--- config.mk ---
export PLATFORM = sky130hd
export DESIGN_NAME = bwf_ram
export DESIGN_NICKNAME = d
export VERILOG_FILES = /design/src/sv/bwf_ram.sv
export SDC_FILE = /design/constraint.sdc
export NUM_CORES = 1
export LEC_CHECK = 0
export ABC_AREA = 1
export ABC_CLOCK_PERIOD_IN_PS = 1240
export BUFFER_PORTS_ARGS = -buffer_cell sky130_fd_sc_hd__buf_4
export CELL_PAD_IN_SITES_DETAIL_PLACEMENT = 1
export CELL_PAD_IN_SITES_GLOBAL_PLACEMENT = 2
export CORE_MARGIN = 4
export CORE_UTILIZATION = 34
export CTS_BUF_LIST = sky130_fd_sc_hd__clkbuf_8
export CTS_CLUSTER_DIAMETER = 30
export DETAILED_ROUTE_END_ITERATION = 6
export GPL_ROUTABILITY_DRIVEN = 1
export MAX_ROUTING_LAYER = met4
export PLACE_DENSITY = 0.78
export SLEW_MARGIN = 20
export SYNTH_ARGS = -nofsm -noshare
export SYNTH_HDL_FRONTEND = slang
export SYNTH_SLANG_ARGS = --single-unit
--- constraint.sdc ---
create_clock -name clk_i -period 1.24 [get_ports clk_i]
set_clock_uncertainty 0.1 [all_clocks]
set_input_delay 0.248 -clock clk_i [delete_from_list [all_inputs] [get_ports clk_i]]
set_output_delay 0.248 -clock clk_i [all_outputs]
set_load 0.02 [all_outputs]
--- src/sv/bwf_ram.sv ---
module bwf_ram #(
  parameter int WIDTH = 8,
  parameter int DEPTH = 16,
  localparam int AW = (DEPTH > 1) ? $clog2(DEPTH) : 1
) (
  input  logic             clk_i,
  input  logic             we_i,
  input  logic [AW-1:0]    waddr_i,
  input  logic [WIDTH-1:0] wdata_i,
  input  logic             re_i,
  input  logic [AW-1:0]    raddr_i,
  output logic [WIDTH-1:0] rdata_o
);

  logic [WIDTH-1:0] mem_q [DEPTH];
  logic [WIDTH-1:0] rdata_q;

  always_ff @(posedge clk_i) begin
    if (we_i) begin
      mem_q[waddr_i] <= wdata_i;
    end
    if (re_i) begin
      rdata_q <= mem_q[raddr_i];
    end
  end

  assign rdata_o = rdata_q;

endmodule

[Yosys cells after proc, flatten, opt, wreduce, memory -nomap -nowiden]
Memory sizes are Yosys's and may differ from the RTL's. A register that Yosys moved wholly into a read port is not among the register bits.
Cells that the tools add are included.
Storage, ports and cells
  word-level logic and storage cells: 3
  bits of input ports: 19
  output and inout bits: 8
  memories: 1
  memory bits (writable): 128
  register bits after elaboration: 0
Memory list
  mem_q: depth 16, bits a word 8, read ports 1, clocked after Yosys merged registers in 1, write ports 1, line 15  | logic [WIDTH-1:0] mem_q [DEPTH];
Cells by class
  multiplexer cells: 2
Operator list (number)
  two-way mux 1 bit: 2

[Depth between registers and ports, before layout]
Gate-level depths: netlist of the first run.
  word-level depth: 2
  depth in mapped cells: 8
  mapped depth without buffers: 7

[Least setup slack after synthesis of the first run]
No wires, ideal clock.
  kind: input -> register
  start: in waddr_i[3]
  end: mem mem_q[4][0], enable pin
  slack: -0.059 ns
  library setup time: 0.370 ns
  cell stages on the path: 2
  required time: 0.770 ns
  arrival time: 0.829 ns
  path buffers: 0
  path through: nand3b_1 nor2_1
RTL lines
  start: declaration: line 8  | input logic [AW-1:0] waddr_i,
  end: declaration: line 15
No word-level cell before the write port.

[Final worst setup path of the first run]
  start: reg rdata_q[4], in the netlist rdata_o[4] (read register of mem_q)
  end: out rdata_o[4]
RTL lines
  start: declaration: line 16  | logic [WIDTH-1:0] rdata_q;
  end: declaration: line 12  | output logic [WIDTH-1:0] rdata_o
No word-level cell between the ends.

==> summary.md, run 1 <==
| Metric | Value |
|---|---|
| # placed instances | `803` |
| Remaining DRCs | `0` |
| Hpwl dp | `slightly below 10 mm` |
| Clk pwr share | `38.6%` |
| Worst VDD drop | `approximately 0.71 mV` |
| Final setup margin | `-167 ps` |
| Final setup vio count | `8` |
| Average vias per placed instance | `between 4 and 5` |
| Area Overhead vs Synth | `21.5%` |
| Leak pwr | `3.03 nW` |
| Core ar. | `16700 um2` |
| Synth warnings | `0` |
| Io pins | `27` |
| Worst-case clock buffer depth | `2` |
| Core Util, Final | `42.5%` |
| Finished Layout Cells | `837` |
| DIE WIDTH | `between 100 and 150 um` |
| Sequential Power Share | `53.5%` |
| Share of Yosys cell area claimed by the top area cell type | `69.8%` |
| Critical Path Max Stage Delay | `440 ps` |
| Synth top area cells | `edfxtp_1 (70%), nand2_1 (11%), nand3_1 (8.3%)` |
| Avg Cell Area, Syn | `approximately 11 um2` |
| Number of CTS-inserted buffers | `17` |
| CTS clk-pin slew, worst paths | `80 ps` |
| Root buffer cell | `clkbuf_8` |
| Worst setup SP type | `flip-flop` |
| Total power | `0.00975 W` |
| PortBufs | `26` |
| Largest area contributor in the synthesized netlist | `edfxtp_1` |
| Max Cap Violations | `0` |
| Diodes inserted | `0` |
| Vias in the first global route | `4203` |
| Worst-Margin Slew | `~490 ps` |
| CP top delay family | `flip-flops` |
| Worst slew margin | `between 60 and 70%` |
| CTS tree | `done` |
| Routed wire length | `around 15 mm` |
| Crit-path max FO | `1` |
| First-pass GRT wire length | `23.3 mm` |
| Global route total overflow | `0` |
| Distinct cells, synth | `11` |
| Final Hold Vio Count | `0` |
| Placer Congestion | `0.780` |
| Cell Rows | `47` |
| Synthesized area | `just under 6000 um2` |
| Routed via count | `approximately 4000` |
| Status | `finished with violations` |
| ANT nets after route | `0` |
| Routed len/inst | `17.5 um` |
| Setup repair bufs after CTS | `0` |
| Largest net degree at the start of global routing | `47` |
| Combinational fraction of design power | `8.0%` |
| Asr flop ratio synth | `0%` |
| Min Tclk post-route | `1410 ps` |
| Die area | `19400 um2` |
| Initial cell density of the core | `35.0%` |
| Sequential area share after synthesis | `69.8%` |
| CP arrival | `about 1100 ps` |
| Clock Sinks | `about 140` |
| Post-Syn Instances | `551` |
| Initial antenna violation count | `0` |
| Sw Share | `22.2%` |
| CP cell instances | `buf_6` |
| Iter 0 DRT Violations | `236` |
| Post-synth top cells | `nand2_1 (173), edfxtp_1 (136), inv_1 (100)` |
| Crit. End Element | `output pin` |
| Share of cells above drive strength 1 | `18.8%` |
| P_sw | `0.00217 W` |
| CP max-delay cell | `edfxtp_1` |
| Unrepaired setup endpoints after global routing | `yes` |
| Setup TNS | `-1020 ps` |
| Worst EP required | `around 890 ps` |
| Top_reg_cell synth | `edfxtp_1` |
| Nets | `623` |
| GR Util All Layers | `16.5%` |
| Worst min path class | `primary input to flip-flop` |
| Internal power | `0.00758 W` |
| Max frequency | `0.711 GHz` |
| Tcrit/Tclk final | `113%` |
| Clock Latency Late Sink | `450 ps` |
| Final Max Slew Viols | `0` |
| Critical path buffers and inverters | `1` |
| Pwr Density | `1370 nW/um2` |
| Syn_nets | `570` |
| TritonRoute pass-1 iters | `4` |
| Failing checks | `setup timing` |
| Die height | `around 140 um` |
| H-tree depth | `4` |
| Crit path kind | `flip-flop to output pin` |
| Post-synth EDFFs | `136` |
| Fin Hold WS | `about 14 ps` |
| Fill cells | `1864` |
| Count leader, synth | `nand2_1` |
| FF+latch count, synth | `~140` |
==> metal layers <==
layer  up-vias  part of all wire, %  GRT usage (%)
met2        68                   50           26.7
li1       1881                    -              -
met1      1958                   45           20.5
met5         -                    0              -
met4         0                  1.8           6.80
met3        20                  3.9           3.03
==> power groups by stage <==
stage	logic [W]	registers, W	clock network [W]
detailed placement	0.000735	0.00531	0
global placement	0.000719	0.00530	0
global route	0.000868	0.00522	0.00407
finish	0.000776	0.00521	0.00376
CTS	0.000757	0.00521	0.00384
floorplan	0.000366	0.00533	0
==> stage by stage <==
stage / worst slack, ps / instance area (um2)
detailed placement: -289 / 6510
CTS: -189 / 6960
finish: -167 / 7100
global route: -202 / 7100
global placement: -250 / 6510
floorplan: -58.8 / 5860
==> logic make-up after synthesis <==
kind of cell,share of synthesized area (%)
and+or+nand+nor,20.8
buffers and inverters,9.39
DFF,69.8
==> worst paths after layout <==
| path | startpoint | endpoint | slack [ps] | cells past startpoint |
|---|---|---|---|---|
| min | wdata_i[2] | mem_q[12][2] | 10 | 1 |
| max reg2reg | mem_q[5][5] | rdata_o[5] | 60 | 6 |
| min reg2reg | mem_q[12][1] | rdata_o[1] | 630 | 6 |
| max | rdata_o[4] | rdata_o[4] | -170 | 1 |
==> registers in the layout, indices dropped and copies added (netlist names) <==
| register | flops |
|---|---|
| mem_q | 128 |
| rdata_o | 8 |
==> area by class of cell <==
| type | instances | area [um2] | area share [%] |
|---|---|---|---|
| multi-input combinational | 289 | 1370 | 19.2 |
| inverter | 102 | 383 | 5.39 |
| sequential | 136 | 4080 | 57.5 |
| tap | 220 | 275 | 3.87 |
| timing repair buffer | 58 | 596 | 8.38 |
| clock buffer | 17 | 234 | 3.29 |
| clock inverter | 15 | 166 | 2.34 |
==> repair_timing <==
item,4_1_cts,5_1_grt
endpoints found under the hold margin,24,0
hold buffers,2,0
setup endpoints to repair,8,15
pin swaps,0,5
resized for setup,8,28
==> layout by cell type (no fill, tap or decap) <==
master / netlist / layout
buf_12: 0 / 10
buf_4: 4 / 38
buf_6: 6 / 8
bufinv_16: 0 / 4
clkbuf_8: 0 / 17
clkinv_1: 0 / 5
clkinv_2: 0 / 4
dlygate4sd3_1: 0 / 2
edfxtp_1: 136 / 136
inv_1: 100 / 102
inv_2: 2 / 2
nand2_1: 173 / 173
nand3_1: 97 / 69
nand3_2: 0 / 28
nand3b_1: 2 / 2
nor2_1: 17 / 12
nor2_2: 0 / 5
No activity file was read; power rests on OpenSTA's default activity.
==> inputs of run 2 (changes only) <==
--- a/config.mk
+++ b/config.mk
@@ -16,6 +16,7 @@
 export CTS_CLUSTER_DIAMETER = 30
 export DETAILED_ROUTE_END_ITERATION = 6
 export GPL_ROUTABILITY_DRIVEN = 1
+export HOLD_SLACK_MARGIN = 0.15
 export MAX_ROUTING_LAYER = met4
 export PLACE_DENSITY = 0.78
 export SLEW_MARGIN = 20
==> summary.md, run 2 (synthesis results as in run 1) <==
| Metric | Value |
|---|---|
| Cell Rows | `47` |
| Max frequency | `slightly above 0.7 GHz` |
| Io pins | `27` |
| Most common cell after layout, fill and taps aside | `nand2_1` |
| Critical Path Max Stage Delay | `440 ps` |
| Diodes inserted | `0` |
| Hpwl dp | `9.69 mm` |
| Remaining DRCs | `0` |
| Clock Sinks | `approximately 140` |
| Die area | `19400 um2` |
| CP top delay family | `flip-flops` |
| Routed via count | `3962` |
| Worst min path class | `primary input to flip-flop` |
| Core ar. | `16700 um2` |
| Unrepaired setup endpoints after global routing | `yes` |
| Max Cap Violations | `0` |
| Failing checks | `setup timing` |
| Final Max Slew Viols | `0` |
| Critical path buffers and inverters | `1` |
| Average vias per placed instance | `4.69` |
| Worst VDD drop | `~0.7 mV` |
| Largest net degree at the start of global routing | `47` |
| CP arrival | `1050 ps` |
| CTS clk-pin slew, worst paths | `80 ps` |
| Root buffer cell | `clkbuf_8` |
| Sequential Power Share | `53.4%` |
| Routed len/inst | `17.4 um` |
| Clk pwr share | `38.5%` |
| Leak pwr | `3.06 nW` |
| Total power | `0.00976 W` |
| Crit path kind | `flip-flop to output pin` |
| Die height | `roughly 140 um` |
| Tcrit/Tclk final | `113%` |
| PortBufs | `26` |
| CP cell instances | `buf_6` |
| DIE WIDTH | `139 um` |
| Worst setup SP type | `flip-flop` |
| Final Hold Vio Count | `0` |
| Global route total overflow | `0` |
| Vias in the first global route | `4217` |
| GR Util All Layers | `16.5%` |
| Worst-case clock buffer depth | `2` |
| Share of cells above drive strength 1 | `18.6%` |
| Area Overhead vs Synth | `22.7%` |
| Sw Share | `22.2%` |
| Status | `finished with violations` |
| Final setup vio count | `8` |
| Final setup margin | `-158 ps` |
| Initial cell density of the core | `roughly a third` |
| Worst EP required | `890 ps` |
| P_sw | `0.00217 W` |
| Worst-Margin Slew | `486 ps` |
| Crit-path max FO | `1` |
| Nets | `630` |
| First-pass GRT wire length | `23.4 mm` |
| Placer Congestion | `0.780` |
| Largest register FFs | `128` |
| Clock Latency Late Sink | `~440 ps` |
| CP max-delay cell | `edfxtp_1` |
| ANT nets after route | `0` |
| Combinational fraction of design power | `under 10%` |
| Number of CTS-inserted buffers | `17` |
| Fin Hold WS | `207 ps` |
| Pwr Density | `around 1400 nW/um2` |
| Crit. End Element | `output pin` |
| H-tree depth | `4` |
| Fill cells | `1865` |
| TritonRoute pass-1 iters | `4` |
| Iter 0 DRT Violations | `209` |
| Internal power | `0.00760 W` |
| Initial antenna violation count | `0` |
| Biggest register | `mem_q` |
| Worst slew margin | `67.6%` |
| Min Tclk post-route | `~1400 ps` |
| CTS tree | `done` |
| Most frequent cells in the layout | `nand2_1 (173), edfxtp_1 (136), inv_1 (102), nand3_1 (69), buf_4 (38)` |
| Routed wire length | `14.7 mm` |
## run 2: cell types whose count changed in the layout (fill, tap and decap cells not counted)
cell	previous run	this run
dlygate4sd3_1	2	9
## run 2: power by group through the flow
stage	Clock, W	Combinational [W]	Sequential (W)
after floorplan	0	0.000366	0.00533
after global placement	0	0.000719	0.00530
after detailed placement	0	0.000735	0.00531
after CTS	0.00384	0.000775	0.00521
after global routing	0.00407	0.000888	0.00522
final	0.00376	0.000794	0.00521
## run 2: repair_timing
action                     CTS  global route
pin swaps                    0             5
hold buffers                 9             0
setup endpoints to repair    8            15
setup buffers                0             0
resized for setup            8            28
hold endpoints to repair   136             0
## run 2: final timing paths
check	cells past startpoint	slack (ps)	from	to
setup / recovery	1	-160	rdata_o[4]	rdata_o[4]
hold reg to reg	6	640	mem_q[12][1]	rdata_o[1]
hold / removal	4	210	raddr_i[3]	rdata_o[2]
setup reg to reg	6	40	mem_q[5][5]	rdata_o[5]
## run 2: stage by stage
stage	utilization [%]	std cells	area, um2	setup slack [ps]	setup TNS (ps)
after floorplan	-	551	5860	-58.8	-5020
after global placement	39.0	803	6510	-250	-10480
after detailed placement	39.0	803	6510	-289	-13430
after CTS	42.1	844	7030	-189	-1220
after global routing	43.0	844	7170	-202	-1340
final	43.0	844	7170	-158	-923
## run 2: worst register-to-register path: cells and delay by family (launching register included)
kind | cells | cell delay, ps
flip-flops | 1 | 370
buffers and inverters | 1 | 70
AND/OR/NAND/NOR | 5 | 400
## run 2: routing by layer
layer | GRT usage [%] | share of wire, % | vias to the layer above
li1 | - | - | 1895
met1 | 20.5 | 45 | 1979
met2 | 26.7 | 50 | 67
met3 | 3.03 | 3.6 | 21
met4 | 6.80 | 2.0 | 0
met5 | - | 0 | -
## run 2: cell type report
type	instances	area, um2	area share, %
multi-input cells	289	1370	19.0
flip-flops and latches	136	4080	56.9
repair buffers	65	666	9.28
well taps	220	275	3.84
clock inverters	15	166	2.32
inverters	102	383	5.34
clock buffers	17	234	3.26
==> inputs of run 3 (changes only) <==
--- a/config.mk
+++ b/config.mk
@@ -18,8 +18,10 @@
 export GPL_ROUTABILITY_DRIVEN = 1
 export HOLD_SLACK_MARGIN = 0.15
 export MAX_ROUTING_LAYER = met4
-export PLACE_DENSITY = 0.78
+export PLACE_DENSITY_LB_ADDON = 0.05
+export SETUP_SLACK_MARGIN = 0.15
 export SLEW_MARGIN = 20
 export SYNTH_ARGS = -nofsm -noshare
 export SYNTH_HDL_FRONTEND = slang
 export SYNTH_SLANG_ARGS = --single-unit
+export TNS_END_PERCENT = 20
==> summary.md, run 3 (synthesis results as in run 1) <==
| Metric | Value |
|---|---|
| Max frequency | `0.695 GHz` |
| Routed len/inst | `between 15 and 20 um` |
| CP max-delay cell | `edfxtp_1` |
| Reg2Reg Depth | `6` |
| TritonRoute pass-1 iters | `4` |
| Min Tclk post-route | `1440 ps` |
| Area Overhead vs Synth | `26.7%` |
| Placer Congestion | `0.778` |
| Max Cap Violations | `0` |
| Crit path kind | `flip-flop to output pin` |
| Leak pwr | `3.11 nW` |
| GR Util All Layers | `between 10% and 20%` |
| Worst slew margin | `74.3%` |
| Setup TNS | `-1100 ps` |
| Hold Path Origin | `raddr_i[3]` |
| First-pass GRT wire length | `around 25 mm` |
| Worst-case clock buffer depth | `2` |
| Most frequent cells in the layout | `nand2_1 (169), edfxtp_1 (136), inv_1 (96), nand3_1 (67), buf_4 (39)` |
| Critical Path Max Stage Delay | `470 ps` |
| Core Util, Final | `44.4%` |
| Hpwl dp | `10.9 mm` |
| Critical path buffers and inverters | `1` |
| Clock Latency Late Sink | `about 450 ps` |
| PortBufs | `26` |
| DIE WIDTH | `139 um` |
| Share of cells above drive strength 1 | `23.5%` |
| Crit. End Element | `output pin` |
| CP cell instances | `buf_6` |
| FF-to-FF Start | `mem_q[9][6]` |
| Setup repair bufs after CTS | `0` |
| Pwr Density | `1340 nW/um2` |
| Io pins | `27` |
| Status | `finished with violations` |
| Largest net degree at the start of global routing | `34` |
| Vias in the first global route | `4347` |
| Number of CTS-inserted buffers | `17` |
| Worst VDD drop | `0.580 mV` |
| Unrepaired setup endpoints after global routing | `yes` |
| Initial cell density of the core | `35.0%` |
| # placed instances | `812` |
| Iter 0 DRT Violations | `about 170` |
| Final setup vio count | `8` |
| Finished Layout Cells | `853` |
| CTS clk-pin slew, worst paths | `70 ps` |
| Worst setup SP type | `flip-flop` |
| Die area | `19400 um2` |
| Clock Sinks | `136` |
| Largest register FFs | `128` |
| Worst EP required | `890 ps` |
| CP arrival | `1090 ps` |
| Diodes inserted | `0` |
| R2R setup slack | `30 ps` |
| Root buffer cell | `clkbuf_8` |
| Die height | `139 um` |
| Fill cells | `1844` |
| Routed via count | `3995` |
| Most common cell after layout, fill and taps aside | `nand2_1` |
| Worst min path class | `primary input to flip-flop` |
| Tcrit/Tclk final | `116%` |
| Worst-Margin Slew | `385 ps` |
| Initial antenna violation count | `0` |
| Average vias per placed instance | `4.68` |
| Remaining DRCs | `0` |
| Post-DP Area | `6710 um2` |
| Core ar. | `between 15000 and 20000 um2` |
| Crit-path max FO | `1` |
| Pre-CTS setup slack | `-382 ps` |
| Global route total overflow | `0` |
| Crit path from | `rdata_o[6]` |
| ANT nets after route | `0` |
| Final setup margin | `-198 ps` |
| Post-layout instance area | `around 7400 um2` |
| WHS Path Cells | `4` |
| Nets | `639` |
| Biggest register | `mem_q` |
| FF-to-FF End | `rdata_o[6]` |
| Final Hold Vio Count | `0` |
| Worst Hold End | `rdata_o[3]` |
| Final Max Slew Viols | `0` |
| H-tree depth | `4` |
| CP top delay family | `flip-flops` |
| Cell Rows | `47` |
| Routed wire length | `16.1 mm` |
| Failing checks | `setup timing` |
| CTS tree | `done` |
-- run 3: cell count changes in the layout (fill, tap and decap cells not counted), moves of 6 or more --
cell    change
nor2_2     +11
inv_1       -6
nor2_1     -11
buf_12      +8
-- run 3: timing repair --
| action | in CTS | in global routing |
|---|---|---|
| cloned | 0 | 0 |
| pin swaps | 28 | 4 |
| hold endpoints to repair | 136 | 0 |
| gates resized for setup | 28 | 17 |
| endpoints found under the setup margin | 16 | 16 |
| hold buffers | 9 | 0 |
-- run 3: worst max-delay path by stage --
stage | to | slack (ps) | depth (start not counted)
floorplan | mem_q[10][0] | 20 | 2
CTS | rdata_o[6] | -230 | 1
global route | rdata_o[4] | -230 | 1
detailed placement | rdata_o[5] | -380 | 9
finish | rdata_o[6] | -200 | 1
global placement | rdata_o[5] | -370 | 9
-- run 3: cell type report --
type	count	area (um2)	area share [%]
multi-input combinational	289	1410	19.1
tap	220	275	3.72
clock buffer	17	234	3.16
inverter	102	383	5.17
sequential	136	4080	55.1
timing repair buffer	74	833	11.3
clock inverter	15	184	2.48
-- run 3: stage by stage --
step	power [W]	hold slack, ps
final	0.00996	221
after detailed placement	0.00612	483
after CTS	0.0101	188
after global routing	0.0104	223
after global placement	0.00611	482
after floorplan	0.00570	247
-- run 3: worst register-to-register path, delay by kind of cell, from the launching register on --
kind / cells / cell delay, ps
and+or+nand+nor: 5 / 430
DFF: 1 / 360
buffers and inverters: 1 / 60
-- run 3: report_power, final --
part | internal (W) | switching (W)
logic | 0.000326 | 0.000545
registers | 0.00517 | 0.0000396
clock network | 0.00215 | 0.00172
-- run 3: routing by layer --
layer | GRT usage (%) | vias to the layer above | part of all wire, %
met5 | - | - | 0
met4 | 6.39 | 0 | 1.8
met3 | 3.17 | 22 | 1.9
met2 | 29.5 | 48 | 50
met1 | 23.1 | 2013 | 46
li1 | - | 1912 | -
