### config.mk
export PLATFORM = sky130hd
export DESIGN_NAME = bwf_lane
export DESIGN_NICKNAME = d
export VERILOG_FILES = /design/src/sv/bwf_pkg.sv /design/src/sv/bwf_lane.sv
export SDC_FILE = /design/constraint.sdc
export NUM_CORES = 1
export LEC_CHECK = 0
export ABC_AREA = 1
export BUFFER_PORTS_ARGS = -buffer_cell sky130_fd_sc_hd__buf_2
export CORE_MARGIN = 1.5
export CORE_UTILIZATION = 60
export DETAILED_ROUTE_END_ITERATION = 10
export PLACE_DENSITY = 0.84
export SLEW_MARGIN = 20
export SYNTH_ARGS = -nofsm -noshare
export SYNTH_HDL_FRONTEND = slang
export SYNTH_SLANG_ARGS = --single-unit
### constraint.sdc
create_clock -name clk_i -period 12.15 [get_ports clk_i]
set_clock_uncertainty 0.05 [all_clocks]
set_input_delay 1.8225 -clock clk_i [delete_from_list [all_inputs] [get_ports clk_i]]
set_output_delay 1.8225 -clock clk_i [all_outputs]
set_load 0.02 [all_outputs]
### src/sv/bwf_pkg.sv
package bwf_pkg;

  localparam int CH_W       = 8;
  localparam int NCH        = 3;
  localparam int PIX_W      = CH_W * NCH;
  localparam int WIN        = 5;
  localparam int NTAP       = WIN * WIN;
  localparam int CFG_W_W    = 12;
  localparam int CFG_H_W    = 13;
  localparam int CFG_DATA_W = 13;
  localparam int CFG_IDX_W  = 2;
  localparam int HEIGHT_CAP = 4096;
  localparam int W_RST      = 640;
  localparam int H_RST      = 480;
  localparam int MAX_WIDTH_DEF = 2048;

  // Lane arithmetic: a row sum fits in 12 bits, the biased window sum in 14.
  localparam int ROW_W      = 12;
  localparam int SUM_W      = 14;
  localparam int CEIL_BIAS  = 34;
  // floor(x / 35) == (x * RECIP) >> RECIP_SH for every x below 2^SUM_W.
  localparam int RECIP      = 7490;
  localparam int RECIP_W    = 13;
  localparam int RECIP_SH   = 18;
  localparam logic [CH_W-1:0] PIX_MAX = 8'hFF;

  localparam logic [1:0] TAP_WEIGHT [WIN][WIN] = '{
    '{2'd1, 2'd1, 2'd1, 2'd1, 2'd1},
    '{2'd1, 2'd2, 2'd2, 2'd2, 2'd1},
    '{2'd1, 2'd2, 2'd3, 2'd2, 2'd1},
    '{2'd1, 2'd2, 2'd2, 2'd2, 2'd1},
    '{2'd1, 2'd1, 2'd1, 2'd1, 2'd1}
  };

  typedef enum logic [CFG_IDX_W-1:0] {
    CFG_FRAME_WIDTH  = 2'd0,
    CFG_FRAME_HEIGHT = 2'd1
  } cfg_reg_e;

  typedef struct packed {
    logic            en;
    logic [NTAP-1:0] mask;
  } lane_ctl_t;

endpackage

### src/sv/bwf_lane.sv
module bwf_lane
  import bwf_pkg::*;
(
  input  logic                       clk_i,
  input  lane_ctl_t                  ctl_i,
  input  logic [NTAP-1:0][CH_W-1:0]  tap_i,
  output logic [CH_W-1:0]            res_o
);

  localparam int PROD_W = SUM_W + RECIP_W;

  logic [ROW_W-1:0]  row_d [WIN];
  logic [ROW_W-1:0]  row_q [WIN];
  logic [SUM_W-1:0]  tot_d, tot_q;
  logic [PROD_W-1:0] prod;
  logic [CH_W-1:0]   res_d, res_q;

  // Weighted row sums; taps outside the frame are dropped by the mask.
  always_comb begin
    for (int dy = 0; dy < WIN; dy++) begin
      row_d[dy] = '0;
      for (int dx = 0; dx < WIN; dx++) begin
        if (ctl_i.mask[dy*WIN+dx]) begin
          row_d[dy] = row_d[dy] + ROW_W'(tap_i[dy*WIN+dx]) * ROW_W'(TAP_WEIGHT[dy][dx]);
        end
      end
    end
  end

  always_comb begin
    tot_d = SUM_W'(CEIL_BIAS);
    for (int dy = 0; dy < WIN; dy++) begin
      tot_d = tot_d + SUM_W'(row_q[dy]);
    end
  end

  // The bias turns the floor division into the ceiling of the plain sum.
  assign prod  = PROD_W'(tot_q) * PROD_W'(RECIP);
  assign res_d = PIX_MAX - prod[RECIP_SH +: CH_W];

  always_ff @(posedge clk_i) begin
    if (ctl_i.en) begin
      row_q <= row_d;
      tot_q <= tot_d;
      res_q <= res_d;
    end
  end

  assign res_o = res_q;

endmodule

; Word level (Yosys, flattened, before mapping)
; Cells that the tools add are included.
[op_classes]
multipliers = 2
muxes = 25
n_addsub = 26
[ops]
columns = operator, n
row1 = 12-bit two-way mux, 20
row2 = 12-bit by 8-bit adder with 12-bit output, 11
row3 = 12-bit by 9-bit adder with 12-bit output, 8
row4 = 14-bit by 12-bit adder with 14-bit output, 3
row5 = 8-bit two-way mux, 5
row6 = 14-bit by 12-bit multiplier with 25-bit output (second input constant), 1
row7 = 13-bit by 12-bit adder with 14-bit output, 1
row8 = 6-bit by 12-bit adder with 13-bit output (first input constant), 1
row9 = 12-bit by 10-bit adder with 12-bit output, 1
row10 = 8-bit by 2-bit multiplier with 10-bit output (second input constant), 1
row11 = 8-bit subtractor (first input constant), 1
[word_totals]
out_inout_bits = 8
reg_bits = 82
elab_cells = 60
in_bits = 227

; Longest topological paths before layout
; Gate-level depths: netlist of run 1.
[logic_depth]
depth_word = 9
mapped_depth = 38
ltp_nobuf = 37

; Least setup slack after synthesis of run 1
; No wires, ideal clock.
[synth_path]
path_type = in2reg
from = input ctl_i[10] in the netlist's numbering
to = register row_q[34] in the netlist's numbering (data pin)
t_required_ns = 11.851
t_arrival_ns = 6.672
stages = 34
slack_ns = 5.179
setup_time_ns = 0.249
path_cell_list = buf_4 -> nand2_1 -> inv_1 -> ha_1 -> inv_1 -> fa_1 -> inv_1 -> nand2_1 -> nand3_2 -> nand2_1 -> o21ai_0 -> o22ai_1 -> fa_1 -> ha_1 -> nand2_1 -> o21ai_0 -> a21oi_1 -> or2_2 -> nand3_1 -> nand2_1 -> ha_1 -> a21oi_1 -> nand2_1 -> xor2_1 -> or2_2 -> and2_1 -> ha_1 -> nand2_1 -> nor2_1 -> a21oi_1 -> a21oi_1 -> nand4_1 -> nand2_1 -> inv_1
[synth_rtl]
columns = item, line
row1 = from (decl), bwf_lane.sv:5  ; input lane_ctl_t ctl_i,
row2 = to (signal assigned), bwf_lane.sv:43  ; row_q <= row_d;
row3 = to (decl), bwf_lane.sv:13  ; logic [ROW_W-1:0] row_q [WIN];

==> reports/metrics.sh, run 1 <==
RUN_STATUS='finished, final reports clean'
FINAL_NET_COUNT=2925
NUMPLACEDINSTANCES=2674
FLOORPLAN.ROWS=58
ROUTE.FINAL.WIRE_LENGTH_UM=38000
CRITICAL_PATH.REG2REG.ENDPOINT='res_o[5]'
VIAS=14700
DETAIL_ROUTE.VIAS_PER_CELL=5.46
BOUNDARYPINS=235
CORE_OUTLINE_AREA_UM2=25400
HOLD_VIOLATIONS=0
CRITICAL_PATH_CLASS='in2reg'
MAPPEDNETLISTAREA_UM2=15700
SYNTH-ASYNC-RESET-RATIO=0
ANTENNA_FOUND_INITIAL=5
CLOCK_TREE_FROM_TRITONCTS='built'
GRT_SETUP_UNREPAIRED='no'
SYNTH.FF_LATCH_COUNT=82
GRT.MET1_USAGE=0.343
REPORT.FINAL.SLEW_VIOL_COUNT=0
DIEWIDTH_UM=165
POST_SYNTH.CELL_AREA_AVG_UM2=7.33
REGTOREGSETUPSLACK_NS=7.55
OVERFLOW=0
USE_MET3=0.0344
CPMAXSTAGEDELAYCELL='fa_1'
CLOCK_INSERTION_DELAY_WORST_SKEW_NS=0.35
CLOCK_TREE.ROOT_CELL='clkbuf_16'
DRTANTENNAVIOLNETS=0
CTS.REPAIR_TIMING.SETUP_BUFFER_COUNT=0
CP_SLOWEST_STAGE_DELAY_NS=0.45
FILLCELLCOUNT=2121
YS_TOP_CELLS_BY_AREA='ha_1, edfxtp_1, nand2_1'
CRIT_TOP_CELL='nand2_1'
SYNTH_TOP_AREA_CELL='ha_1'
NUMCLOCKSINKS=82
SYNTHESIS.YOSYS.WARNINGS=0
ROUTE.DETAILED.WL_PER_INST_UM=14.1
NUMBER_OF_INSTANCES_IN_THE_SYNTHESIZED_NETLIST=2137
TIMING.HOLD.WORST.CLASS='reg2reg'
TIGHTESTPINTRANSITION_NS=1.02
GRT_PASS1_WL_UM=62500
SYN_TO_FINAL_GROWTH_PCT=11.3
PATH_CLK_SLEW_NS=0.07
START_UTIL=0.616
DESIGN.DIE.AREA_UM2=27100
START_KIND='input pin'
FIN_CRIT_NS=7.12
DELAY_HEAVIEST_FAMILY_CP='adder cells'
FINAL_COMMON_CELL='nand2_1'
HOLD-WORST-SLACK_NS=0.641
SYNTH-EDFF-COUNT=82
CTS.PATH.MAX_BUFFERS=2
POST-PLACE-WS_NS=4.72
REQ_TIME_CRIT_PATH_NS=12.20
FINALNONFILLERCELLS=2694
DRTPASS1ITERATIONS=7
HOLD-PATH-CELL-COUNT=2
POST_SYNTH_NUM_CELL_TYPES=55
GRT_START_MAX_NET_PINS=83
GRTUSAGETOTAL=0.283
AREA.SEQUENTIAL_UM2=2460
HOLD_END='tot_q[0]'
MAXCAPVIOLATIONS=0
WORSTSETUPENDPOINTTYPE='register'
WORST-PATH-MAX-FANOUT=11
HOLD_BUFFERS=0
REMAINING_DRC_ERRORS=0
YOSYSSEQAREASHARE=0.157
FIRST_GLOBAL_VIAS=14100
DRIVE_ABOVE_1_SHARE=0.136
RELATIVE_SLEW_SLACK=0.317
PERIOD_SHARE=0.586
FF2FF_PATH_DEPTH=17
SETUP_VIOLATIONS=0
SETUP_TOTAL_NEGATIVE_SLACK_NS=0
DIE_HEIGHT_UM=165
GRT_UTIL_MET2=0.534
HOLD_SP='row_q[48]'
PLACE.PORT_BUFFERS=234
CTS.REPAIR.RESIZED=0
DRT_ITER0_MARKERS=1007
WORST_EP_ARRIVAL_TIME_NS=7.18
CTS_MADE_BUFFERS=9
GR-MAX-USAGE-LAYER='met2'
DOMINANTREGCELLSYNTH='edfxtp_1'
HTREE_LEVELS=3
R2R-START='tot_q[1]'
ROUTABILITYCONGESTION=0.911
MULTIINPUTGATEAREA_UM2=11900
MOSTFREQUENTLAYOUTCELLS='nand2_1, inv_1, ha_1, buf_2, a21oi_1'
POST-SYNTH-TOP-AREA-FRACTION=0.193
CRIT_BUF_INV=5
FMAX_GHz=0.140
FINALWORSTSETUPSLACK_NS=5.03
DP.FINAL_HPWL_UM=32100
worst register-to-register path: stages, from the launching register on:
cell	delay, ns
edfxtp_1	0.50
fa_1	0.55
inv_1	0.06
fa_1	0.46
fa_1	0.51
inv_1	0.05
fa_1	0.45
ha_1	0.31
ha_1	0.33
nand2_1	0.10
inv_1	0.05
a221oi_1	0.36
nand2_1	0.12
nand3_1	0.09
nand2_1	0.09
nand2_1	0.07
nand2_1	0.06
xor2_1	0.15
per-stage QoR:
step / util / cell area (um2)
floorplan: - / 15700
global placement: 0.674 / 17100
detailed placement: 0.674 / 17100
CTS: 0.686 / 17400
global route: 0.686 / 17400
finish: 0.686 / 17400
cell families after synthesis:
kind of cell             synth area share
AO/OA/AOI/OAI                       0.135
AND/OR/NAND/NOR                     0.252
XOR/XNOR                           0.0515
flip-flops                          0.157
buffers and inverters              0.0818
other                            0.000240
adder cells (fa/ha/maj)             0.323
worst max path at each step:
stage,endpoint,startpoint,depth (start not counted)
after floorplan,row_q[34],ctl_i[10],34
after global placement,row_q[34],ctl_i[10],34
after detailed placement,row_q[34],ctl_i[10],34
after CTS,row_q[34],ctl_i[10],34
after global routing,row_q[34],ctl_i[10],34
final,row_q[34],ctl_i[10],34
routing by layer:
layer  vias to the layer above  share of wire  wire length, um
met5                         -        0.00024                9
met3                        42          0.039             1490
li1                       7538              -                -
met1                      6826           0.43            16500
met4                         2          0.013              499
met2                       312           0.51            19500
state kept, by name, indices dropped and copies added, names as in the netlist:
signal	cells
tot_q	14
res_o	8
row_q	60
synth_stat cells (15+ instances only):
library cell and n:
o21ai_1 56, or2_2 16, o21ai_0 82, xor2_1 59
fa_1 101, nand2_1 587, edfxtp_1 82, nand3_1 137
ha_1 242, nor2_1 74, inv_1 297, a21oi_1 149
nand4_1 26, a21o_1 15, xnor2_1 33
final cells by class:
class                           instances  area share
Sequential cell                        82       0.141
Inverter                              306      0.0660
Timing Repair Buffer                  234      0.0674
Clock inverter                          7     0.00424
Multi-Input combinational cell       1722       0.684
Antenna cell                            4    0.000575
Clock buffer                            9      0.0129
Tap cell                              330      0.0237
Power of run 1 is left out: the tool's default activity adds up to more than one toggle a clock period on the data nets, which glitch-free logic cannot reach.
==> inputs of run 2 (changes only) <==
--- a/config.mk
+++ b/config.mk
@@ -8,9 +8,9 @@
 export ABC_AREA = 1
 export BUFFER_PORTS_ARGS = -buffer_cell sky130_fd_sc_hd__buf_2
 export CORE_MARGIN = 1.5
-export CORE_UTILIZATION = 60
+export CORE_UTILIZATION = 54
 export DETAILED_ROUTE_END_ITERATION = 10
-export PLACE_DENSITY = 0.84
+export PLACE_DENSITY = 0.8
 export SLEW_MARGIN = 20
 export SYNTH_ARGS = -nofsm -noshare
 export SYNTH_HDL_FRONTEND = slang
==> constraint.sdc (replaced) <==
create_clock -name clk_i -period 6.25 [get_ports clk_i]
set_clock_uncertainty 0.05 [all_clocks]
set_input_delay 0.9375 -clock clk_i [delete_from_list [all_inputs] [get_ports clk_i]]
set_output_delay 0.9375 -clock clk_i [all_outputs]
set_load 0.02 [all_outputs]
==> run 2 against run 1 <==
Hold slack got worse by 0.011 ns. Cell count is 2.3% higher. Utilization down 7.3 points. Global-route usage shrank 3.5 points. First-iteration DRC count down 27%. Register-to-register slack worse by 6.0 ns. Critical path depth unchanged. Final area up 0.74%. Flip-flop and latch count unchanged. Die area grew 11%. Largest cell class unchanged.
==> reports/metrics.sh, run 2 (synthesized netlist as in run 1, its figures left out) <==
RUN_STATUS='finished, final reports clean'
PATH_CLK_SLEW_NS=0.07
CLOCK_TREE.ROOT_CELL='clkbuf_16'
CRITICAL_PATH_CLASS='in2reg'
LARGEST_REGISTER_FFS=60
ANTENNA_FOUND_INITIAL=8
CLOCK_TREE_FROM_TRITONCTS='built'
ROUTE.DETAILED.WL_PER_INST_UM=13.5
FINALNONFILLERCELLS=2757
GRTUSAGETOTAL=0.248
DESIGN.DIE.AREA_UM2=30000
RELATIVE_SLEW_SLACK=0.299
CRIT_TOP_CELL='nand2_1'
DRT_ITER0_MARKERS=733
FINAL_NET_COUNT=2932
ROUTE.FINAL.WIRE_LENGTH_UM=37100
HOLD_VIOLATIONS=0
WORST-PATH-MAX-FANOUT=3
GRT_PASS1_WL_UM=62300
ROUTABILITYCONGESTION=0.910
CORE_OUTLINE_AREA_UM2=28600
GRT_SETUP_UNREPAIRED='no'
DP.FINAL_HPWL_UM=32600
FIN_CRIT_NS=5.86
FLOORPLAN.ROWS=62
HOLD-WORST-SLACK_NS=0.630
OVERFLOW=0
VIAS=14600
DRTPASS1ITERATIONS=7
MOSTFREQUENTLAYOUTCELLS='nand2_1, inv_1, ha_1, buf_2, a21oi_1'
PLACE.PORT_BUFFERS=234
WORST_EP_ARRIVAL_TIME_NS=5.93
MAXCAPVIOLATIONS=0
DRIVE_ABOVE_1_SHARE=0.141
REPORT.FINAL.SLEW_VIOL_COUNT=0
REMAINING_DRC_ERRORS=0
CLOCK_INSERTION_DELAY_WORST_SKEW_NS=0.35
HTREE_LEVELS=3
CTS_MADE_BUFFERS=9
REGTOREGSETUPSLACK_NS=1.59
REQ_TIME_CRIT_PATH_NS=6.32
GRT_START_MAX_NET_PINS=83
POST_DP_CELL_AREA_UM2=17200
MAX_FLOP_REGISTER='row_q'
TIMING.HOLD.WORST.CLASS='reg2reg'
DRTANTENNAVIOLNETS=0
CP_SLOWEST_STAGE_DELAY_NS=0.45
FILLCELLCOUNT=2601
FINALWORSTSETUPSLACK_NS=0.387
START_UTIL=0.547
POST-PLACE-WS_NS=-0.182
DIEWIDTH_UM=173
NUMCLOCKSINKS=82
START_KIND='input pin'
SYN_TO_FINAL_GROWTH_PCT=12.1
FINAL_CELL_AREA_UM2=17600
BOUNDARYPINS=235
DIE_HEIGHT_UM=173
CTS.PATH.MAX_BUFFERS=2
FINAL_COMMON_CELL='nand2_1'
FMAX_GHz=0.171
SETUP_VIOLATIONS=0
CPMAXSTAGEDELAYCELL='fa_1'
PERIOD_SHARE=0.938
TIGHTESTPINTRANSITION_NS=1.05
NUMPLACEDINSTANCES=2735
FIRST_GLOBAL_VIAS=14000
DETAIL_ROUTE.VIAS_PER_CELL=5.30
WORSTSETUPENDPOINTTYPE='register'
[run 2: changes by cell type in the layout (fill, tap and decap cells not counted), sizes merged]
| cell | before | now |
|---|---|---|
| buf | 234 | 241 |
| diode | 4 | 6 |
| inv | 309 | 307 |
| clkinv | 4 | 5 |
| clkinvlp | 0 | 1 |
[run 2: metrics by stage]
step           utilization  TNS [ns]
3_5_place_dp         0.602    -0.452
2_1_floorplan            -         0
4_1_cts              0.612         0
6_report             0.613         0
3_3_place_gp         0.602         0
5_1_grt              0.613         0
[run 2: worst max-delay path, delay by kind of cell]
family | cells | cell delay, ns
buffers and inverters | 5 | 0.32
xor gates and xnor gates | 1 | 0.13
adders and majority gates | 6 | 1.92
AOI/OAI and AO/OA | 7 | 0.93
and+or+nand+nor | 15 | 1.71
[run 2: layout make-up]
class | instances | area (um2) | share of cell area
Inverter | 306 | 1150 | 0.0655
Sequential cell | 82 | 2460 | 0.140
Timing Repair Buffer | 241 | 1230 | 0.0699
Tap cell | 384 | 480 | 0.0274
Antenna cell | 6 | 15.0 | 0.000855
Multi-Input combinational cell | 1722 | 11900 | 0.680
Clock buffer | 9 | 225 | 0.0128
Clock inverter | 7 | 58.8 | 0.00335
[run 2: final timing paths]
kind / from / endpoint / cells past startpoint
worst max register to register: tot_q[1] / res_o[5] / 17
worst min register to register: row_q[48] / tot_q[0] / 2
worst max-delay path: ctl_i[10] / row_q[34] / 34
worst min-delay path: row_q[48] / tot_q[0] / 2
[run 2: layer usage]
metal | up-vias | global-route usage | part of all wire
met5 | - | 0 | 0.00073
met4 | 4 | 0.0598 | 0.019
met3 | 47 | 0.0346 | 0.042
met2 | 296 | 0.448 | 0.49
met1 | 6673 | 0.311 | 0.44
li1 | 7582 | - | -
[run 2: timing repair]
action | 4_1_cts | 5_1_grt
gates resized for setup | 0 | 9
setup endpoints to repair | 0 | 6
hold buffers | 0 | 0
setup buffers | 0 | 0
Power of run 2 is left out for the same reason.
==> inputs of run 3 (changes only) <==
--- a/config.mk
+++ b/config.mk
@@ -7,6 +7,7 @@
 export LEC_CHECK = 0
 export ABC_AREA = 1
 export BUFFER_PORTS_ARGS = -buffer_cell sky130_fd_sc_hd__buf_2
+export CORE_ASPECT_RATIO = 1.75
 export CORE_MARGIN = 1.5
 export CORE_UTILIZATION = 54
 export DETAILED_ROUTE_END_ITERATION = 10
==> run 3 against run 2 <==
Clock-buffer cell count unchanged. Utilization rose by 0.083 points. Register-to-register slack lost 0.06 ns. Fmax barely moved. First-iteration DRC count is 25% lower. Sequential share of layout area about the same. Critical endpoint unchanged. Highest routed layer is now met4.
==> reports/metrics.sh, run 3 (synthesized netlist as in run 1, its figures left out) <==
RUN_STATUS='finished, final reports clean'
FINAL_COMMON_CELL='nand2_1'
TIGHTESTPINTRANSITION_NS=1.03
POST-PLACE-WS_NS=-0.100
FIRST_GLOBAL_VIAS=15200
HTREE_LEVELS=3
FINALWORSTSETUPSLACK_NS=0.388
MOSTFREQUENTLAYOUTCELLS='nand2_1, inv_1, ha_1, buf_2, a21oi_1'
CRIT_TOP_CELL='nand2_1'
NUMPLACEDINSTANCES=2727
ROUTE.FINAL.WIRE_LENGTH_UM=40000
USE_MET3=0.0293
MAXCAPVIOLATIONS=0
OVERFLOW=0
ROUTABILITYCONGESTION=0.943
SETUP_VIOLATIONS=0
CPMAXSTAGEDELAYCELL='fa_1'
BOUNDARYPINS=235
RELATIVE_SLEW_SLACK=0.315
CORE_OUTLINE_AREA_UM2=28600
PERIOD_SHARE=0.938
DP.FINAL_HPWL_UM=35200
START_KIND='input pin'
FILLCELLCOUNT=2512
REQ_TIME_CRIT_PATH_NS=6.30
LARGEST_REGISTER_FFS=60
GRT_START_MAX_NET_PINS=83
FINAL_NET_COUNT=2930
REMAINING_DRC_ERRORS=0
CRITICAL_PATH_CLASS='in2reg'
SETUP_TOTAL_NEGATIVE_SLACK_NS=0
DETAIL_ROUTE.VIAS_PER_CELL=5.42
SYN_TO_FINAL_GROWTH_PCT=12.3
FINALNONFILLERCELLS=2747
REPORT.FINAL.SLEW_VIOL_COUNT=0
WORSTSETUPENDPOINTTYPE='register'
CLOCK_INSERTION_DELAY_WORST_SKEW_NS=0.34
CRIT_BUF_INV=5
ANTENNA_FOUND_INITIAL=4
DRIVE_ABOVE_1_SHARE=0.140
GRTUSAGETOTAL=0.268
CTS.PATH.MAX_BUFFERS=2
DIEWIDTH_UM=132
DRTANTENNAVIOLNETS=0
FMAX_GHz=0.171
PATH_CLK_SLEW_NS=0.06
CTS_MADE_BUFFERS=9
GRT.MET1_USAGE=0.243
HOLD_BUFFERS=0
NUMCLOCKSINKS=82
FIN_CRIT_NS=5.86
DESIGN.DIE.AREA_UM2=30100
ROUTE.DETAILED.WL_PER_INST_UM=14.6
START_UTIL=0.547
MAX_FLOP_REGISTER='row_q'
DIE_HEIGHT_UM=228
HOLD_VIOLATIONS=0
CTS.REPAIR_TIMING.SETUP_BUFFER_COUNT=0
FLOORPLAN.ROWS=82
WORST_EP_ARRIVAL_TIME_NS=5.92
CLOCK_TREE_FROM_TRITONCTS='built'
GR-MAX-USAGE-LAYER='met2'
PLACE.PORT_BUFFERS=234
DRT_ITER0_MARKERS=548
WORST-PATH-MAX-FANOUT=4
GRT_PASS1_WL_UM=66400
DRTPASS1ITERATIONS=5
FIN_UTIL=0.614
VIAS=14900
GRT_UTIL_MET2=0.573
CTS.REPAIR.RESIZED=0
CLOCK_TREE.ROOT_CELL='clkbuf_16'
TIMING.HOLD.WORST.CLASS='reg2reg'
DELAY_HEAVIEST_FAMILY_CP='adder cells'
CP_SLOWEST_STAGE_DELAY_NS=0.45
run 3: worst reg2reg max path, delay by kind of cell (launching register included):
family          cells  cell delay (ns)
compound gates      1             0.38
simple gates        6             0.61
flops               1             0.51
xor+xnor            1             0.15
fa+ha+maj           6             2.63
buf+inv             3             0.15
run 3: metal layers:
layer | up-vias | share of wire
met5 | - | 0
met4 | 0 | 0.044
met3 | 100 | 0.030
met2 | 298 | 0.59
met1 | 6943 | 0.34
li1 | 7544 | -
run 3: path summary, 6_finish.rpt:
| path | start | end | slack (ns) | cells past startpoint |
|---|---|---|---|---|
| worst max-delay path | ctl_i[10] | row_q[34] | 0.39 | 35 |
| worst min-delay path | row_q[48] | tot_q[0] | 0.64 | 2 |
| worst max register to register | tot_q[1] | res_o[5] | 1.53 | 17 |
| worst min register to register | row_q[48] | tot_q[0] | 0.64 | 2 |
run 3: stage by stage:
step | hold WS, ns | cell area, um2
CTS | 0.635 | 17500
global route | 0.685 | 17600
finish | 0.637 | 17600
floorplan | 0.585 | 15700
detailed placement | 0.608 | 17200
global placement | 0.611 | 17200
run 3: final cells by class:
| cell class | instances | area, um2 | area share |
|---|---|---|---|
| inverters | 306 | 1150 | 0.0654 |
| multi-input cells | 1722 | 11900 | 0.680 |
| flip-flops and latches | 82 | 2460 | 0.140 |
| clock inverters | 7 | 101 | 0.00577 |
| repair buffers | 239 | 1210 | 0.0689 |
| clock buffers | 9 | 225 | 0.0128 |
| diodes | 4 | 10.0 | 0.000570 |
| well taps | 378 | 473 | 0.0269 |
Power of run 3 is left out for the same reason.
